--- src/rtl/ptsp_pkg.sv ---
`timescale 1ns / 1ps
// ---------------------------------------------------------------------------
// ptsp_pkg
// Shared types and widths for the point-to-screen projection block.
// ---------------------------------------------------------------------------
package ptsp_pkg;

    // magnitude of (p-e)*focal^2*16 and of a positive de
    localparam int NUM_W  = 52;
    localparam int DEN_W  = 34;
    // divider sideband: color, point x/y/z, three quotient signs, behind-eye flag
    localparam int SIDE_W = 60;

    // register indexes (byte address 8*i)
    localparam logic [2:0] REG_MODE   = 3'd0;
    localparam logic [2:0] REG_EYE    = 3'd1;
    localparam logic [2:0] REG_TARGET = 3'd2;
    localparam logic [2:0] REG_ROWL   = 3'd3;
    localparam logic [2:0] REG_ROWM   = 3'd4;
    localparam logic [2:0] REG_OFF    = 3'd5;
    localparam logic [2:0] REG_LENS   = 3'd6;
    localparam logic [2:0] REG_SCREEN = 3'd7;

    typedef struct packed {
        logic        mode;
        logic [47:0] eye;
        logic [47:0] target;
        logic [47:0] rowl;
        logic [47:0] rowm;
        logic [63:0] off;
        logic [47:0] lens;
        logic [31:0] screen;
    } t_cfg;

    typedef struct packed {
        logic signed [16:0] dx;
        logic signed [16:0] dy;
        logic signed [16:0] dz;
        logic signed [15:0] px;
        logic signed [15:0] py;
        logic signed [15:0] pz;
        logic signed [35:0] de;
        logic [7:0]         color;
    } t_qent;

    typedef struct packed {
        logic       full;
        logic       empty;
        logic [1:0] count;
    } t_qstat;

endpackage

--- src/rtl/ptsp_queue.sv ---
`timescale 1ns / 1ps
`default_nettype none
// ---------------------------------------------------------------------------
// ptsp_queue
// Two-entry queue between the front and the back.
// ---------------------------------------------------------------------------
module ptsp_queue (
    input  wire                 i_clk,
    input  wire                 i_rst_n,
    input  wire                 i_push,
    input  ptsp_pkg::t_qent     i_ent,
    input  wire                 i_pop,
    output ptsp_pkg::t_qent     o_ent,
    output ptsp_pkg::t_qstat    o_stat
);

    ptsp_pkg::t_qent r_mem [2];
    logic            r_wp;
    logic            r_rp;
    logic [1:0]      r_cnt;
    logic [1:0]      n_cnt;
    logic            do_push;
    logic            do_pop;

    assign do_pop  = i_pop && (r_cnt != 2'd0);
    assign do_push = i_push && (r_cnt != 2'd2);

    always_comb begin
        n_cnt = r_cnt;
        if (do_push && !do_pop) begin
            n_cnt = r_cnt + 2'd1;
        end else if (do_pop && !do_push) begin
            n_cnt = r_cnt - 2'd1;
        end
    end

    always_ff @(posedge i_clk) begin
        if (!i_rst_n) begin
            r_wp  <= 1'b0;
            r_rp  <= 1'b0;
            r_cnt <= 2'd0;
        end else begin
            r_cnt <= n_cnt;
            if (do_push) r_wp <= ~r_wp;
            if (do_pop)  r_rp <= ~r_rp;
        end
    end

    always_ff @(posedge i_clk) begin
        if (do_push) r_mem[r_wp] <= i_ent;
    end

    assign o_ent        = r_mem[r_rp];
    assign o_stat.full  = (r_cnt == 2'd2);
    assign o_stat.empty = (r_cnt == 2'd0);
    assign o_stat.count = r_cnt;

endmodule
`default_nettype wire

--- config.mk ---
export PLATFORM = sky130hd
export DESIGN_NAME = ptsp_queue
export DESIGN_NICKNAME = d
export VERILOG_FILES = /design/src/rtl/ptsp_pkg.sv /design/src/rtl/ptsp_queue.sv
export SDC_FILE = /design/constraint.sdc
export NUM_CORES = 1
export LEC_CHECK = 0
export BUFFER_PORTS_ARGS = -buffer_cell sky130_fd_sc_hd__buf_4
export CORE_AREA = 2 2 151 153
export DETAILED_ROUTE_END_ITERATION = 16
export DIE_AREA = 0 0 153 155
export HOLD_SLACK_MARGIN = 0.15
export MAX_ROUTING_LAYER = met4
export PLACE_DENSITY = 0.81
export SETUP_SLACK_MARGIN = 0.2
export SKIP_LAST_GASP = 1
export SYNTH_ARGS = -nofsm -noshare
export SYNTH_HDL_FRONTEND = slang
export SYNTH_SLANG_ARGS = --single-unit
--- constraint.sdc ---
create_clock -name i_clk -period 19.8 [get_ports i_clk]
set_input_delay 2.97 -clock i_clk [delete_from_list [all_inputs] [get_ports i_clk]]
set_output_delay 2.97 -clock i_clk [all_outputs]
set_load 0.02 [all_outputs]
### Yosys cells after proc, flatten, opt, wreduce, memory -nomap -nowiden

Memories as Yosys holds them, arrays and structs flattened. A register that Yosys moved wholly into a read port is not among the register bits.
Index checks and enable logic that the tools add are counted.

| operators by class | value |
|---|---|
| add/sub/neg operators | 2 |
| eq/ne operators | 2 |
| mux-type cells | 6 |
| bitwise gates (word level) | 2 |
| reduce and logical (&&, ||, !) cells | 9 |

Operators by type and width:

| cell | number |
|---|---|
| 1-bit logical AND | 4 |
| 1-bit 2-to-1 mux | 4 |
| 2-bit 2-to-1 mux | 2 |
| 2-bit nonzero test | 2 |
| 2-bit by 1-bit adder with 2-bit output, second input constant | 1 |
| 2-bit == test, second input constant | 1 |
| 1-bit logical NOT | 2 |
| 2-bit logical NOT | 1 |
| 2-bit != test, second input constant | 1 |
| 1-bit inverter | 2 |
| 2-bit by 1-bit subtractor with 2-bit output, second input constant | 1 |

| word-level totals | value |
|---|---|
| flip-flop bits (word level) | 4 |
| bits in writable memories | 286 |
| input bits | 147 |
| output and inout bits | 147 |
| word-level logic and storage cells | 25 |
| memories kept | 1 |

Memory list:

| name | words | width | rd ports | clocked after Yosys merged registers in | wr ports | line | RTL |
|---|---|---|---|---|---|---|---|
| r_mem | 2 | 143 | 1 | 1 | 1 | ptsp_queue.sv:17 | `ptsp_pkg::t_qent r_mem [2];` |

### Longest topological paths before layout

| logic depth | value |
|---|---|
| depth after elaboration | 6 |
| depth in mapped cells | 7 |
| depth with buffers taken out | 7 |

### Worst setup path before layout

No wires, ideal clock.

| timing | value |
|---|---|
| path kind | input to register |
| start point | input i_push |
| end point | memory r_mem[0][0] (netlist bit), enable pin |
| library setup time | 621 ps |
| data arrival time | 8552 ps |
| required time | 19179 ps |
| path slack | 10627 ps |
| stages on the path | 2 |
| buffers on the path | 0 |
| path through | inv_1 -> nor3_2 |

| between the ends | value |
|---|---|
| word-level cells in the longest chain between the ends | 3 |

Ends and longest elaborated chain:

| what | line | RTL |
|---|---|---|
| from (decl) | ptsp_queue.sv:10 | `input wire i_push,` |
| 1-bit logical AND | ptsp_queue.sv:26 | `assign do_push = i_push && (r_cnt != 2'd2);` |
| 1-bit 2-to-1 mux | ptsp_queue.sv:50 | `if (do_push) r_mem[r_wp] <= i_ent;` |
| 1-bit 2-to-1 mux (implied by the code) | ptsp_queue.sv:50 |  |
| to (decl) | ptsp_queue.sv:17 |  |

No other way between the ends.

==> flow_summary.ini <==
[run_status]
status = finished clean

[clock_tree]
cts.path.max_buffers = 3
cts_resized = 0
clk_pin_slew_ps = 60
cts.sinks = 291
cts_buffers = 29
clock_latency_ps = 530
cts_max_level = 1
tritoncts = done
hold_buffers = 0
cts-root-buf = clkbuf_16
post_cts_buffers = 0

[hold_path]
min_path_type = reg -> reg
hold_depth = 2

[drt]
wl_um = 20400
vias = 5410
drtIter0Drc = 235
drt-pass1-iter-count = 4
drc = 0
final_antenna_net_count = 0
vias_per_cell = 4.96
wl_per_cell_um = 18.7

[grt]
grt_max_degree = 78
track_usage_pct = 16.8
grt_pass1_vias = 5834
antenna_found_initial = 2
grt-ovfl-total = 0
grt_pass1_wl_um = 30100

[setup_path]
path_max_fanout = 60
critPathLaunchType = register
worstPathArrival_ps = 2480
cp_data_required_time_ps = 16830
reg2reg_depth = 5
crit_type = reg -> out
end_kind = output pin

[synthesis]
synth_compound_area_share_pct = 0.300
yosys.area_share.xor_xnor_pct = 0.243
synth_flop_cell = edfxtp_1
synth_edf_count = 286
ys_async_sr_fraction_pct = 0
synth_top_family_by_area = multiplexers
synth_top_cell_by_area = edfxtp_1
synth.cell_area_um2 = 10800
ys_ff_latch = 291
synth_warnings = 0
synthAdderAreaFrac_pct = 0.116
synthMuxAreaShare_pct = 17.3
ys_seq_area_share_pct = 80.2
avgSynthCellArea_um2 = 23.0
synthSimpleGateAreaFrac_pct = 0.508
synth_nets = 618
synth.most_common_cell = edfxtp_1
synth_top_area_share_pct = 79.3
synthCells = 470
yosys.cell_types.count = 21
synth.area.top_cells = edfxtp_1, mux2_4, mux2_2, buf_6, dfxtp_1
synth_common_cells = edfxtp_1, mux2_2, mux2_4

[job]
max_cap_violations = 0

[timing]
tightest_slew_ps = 1070
hold_violations = 0
max_freq_mhz = 184
setup_violations = 0
fin_crit_ps = 5450
setup_tns_ps = 0
maxSlewHeadroom_pct = 28.4
slew_viol_final = 0
skew_ps = 13.8
rsz0062_at_grt = no
post-route-period-util_pct = 27.5

[floorplan]
dieArea_um2 = 23700
die_y_um = 155
die_w_um = 153
row_count = 55
core_um2 = 22200
start_util_pct = 48.7
io_pins = 294

[power]
leakage_nw = 5.39
finalPower_mw = 1.87
power.density_nw_per_um2 = 132
max-vdd-ir-drop_uv = 111

[final_layout]
layout-drive-gt1-share_pct = 59.7
nets = 931
syn_to_final_growth_pct = 30.7

[placement]
dpl.hpwl_um = 13600
gp_congestion = 0.767
io_buffers = 293
[report_power, final]
group	switching, mW	total (mW)	internal, mW
clock network	0.207	0.489	0.282
logic	0.307	0.583	0.277
registers	0.0250	0.801	0.776
[sequential cells by signal (all words and copies together) (netlist names), named ones only]
register  cells
r_cnt         2
r_mem       286
r_rp          1
r_wp          1
[layout make-up]
cell class	count	area, um^2
antenna	2	5.00
clock buffer	39	763
clock inverter	12	83.8
fill	1561	8070
inverter	2	7.51
multi-input combinational	161	2010
sequential	291	8690
tap	285	357
timing repair buffer	298	2240
[cells by family (layout without fill, tap and decap cells)]
family                   Yosys count  count (layout)
flip-flops                       291             291
multiplexers                     143             143
buffers and inverters             18             351
AND/OR/NAND/NOR                    9               9
AO/OA/AOI/OAI                      5               5
XOR/XNOR                           3               3
adder cells (fa/ha/maj)            1               1
other                              0               2
[worst paths after layout]
kind / start / endpoint / slack, ps
setup / recovery: register / o_ent[85] / 14350
hold / removal: r_cnt[1] / r_cnt[1] / 570
setup reg to reg: r_cnt[0] / r_mem[0][128] / 16330
hold reg to reg: r_cnt[1] / r_cnt[1] / 570
[cell usage in the layout, fill, tap and decap left out, drive strengths merged]
cell type	Yosys	final
buf	16	298
edfxtp	286	286
mux2	143	143
clkbuf	0	39
clkinv	0	10
dfxtp	5	5
and2	3	3
inv	2	3
diode	0	2
nor2	2	2
xnor2	2	2
o21ai	2	2
a21boi	2	2
nand2b	1	1
and3	1	1
nor3	1	1
o21a	1	1
xor2	1	1
or3	1	1
ha	1	1
bufinv	0	1
[critical path, cell delays in order, from the launching register on]
cell and delay (ps):
dfxtp_4 500, buf_4 830, mux2_4 370, buf_4 160
[layer usage]
layer / routed length, um / up-vias / track usage (%)
met4: 686 / 0 / 6.26
met1: 7380 / 2630 / 18.1
met5: 0 / - / -
met3: 1800 / 52 / 5.65
met2: 10500 / 234 / 29.1
li1: - / 2494 / -
[stage by stage]
| step | setup slack (ps) | instances | hold slack (ps) | util (%) | cell area (um^2) |
|---|---|---|---|---|---|
| floorplan | 10630 | 470 | 552 | - | 10800 |
| global placement | 13830 | 1037 | 536 | 59.9 | 13300 |
| detailed placement | 13800 | 1037 | 560 | 59.9 | 13300 |
| CTS | 14270 | 1088 | 567 | 63.7 | 14200 |
| global route | 14190 | 1090 | 590 | 63.7 | 14200 |
| finish | 14350 | 1090 | 566 | 63.7 | 14200 |
Power figures use the tool's default switching activity.
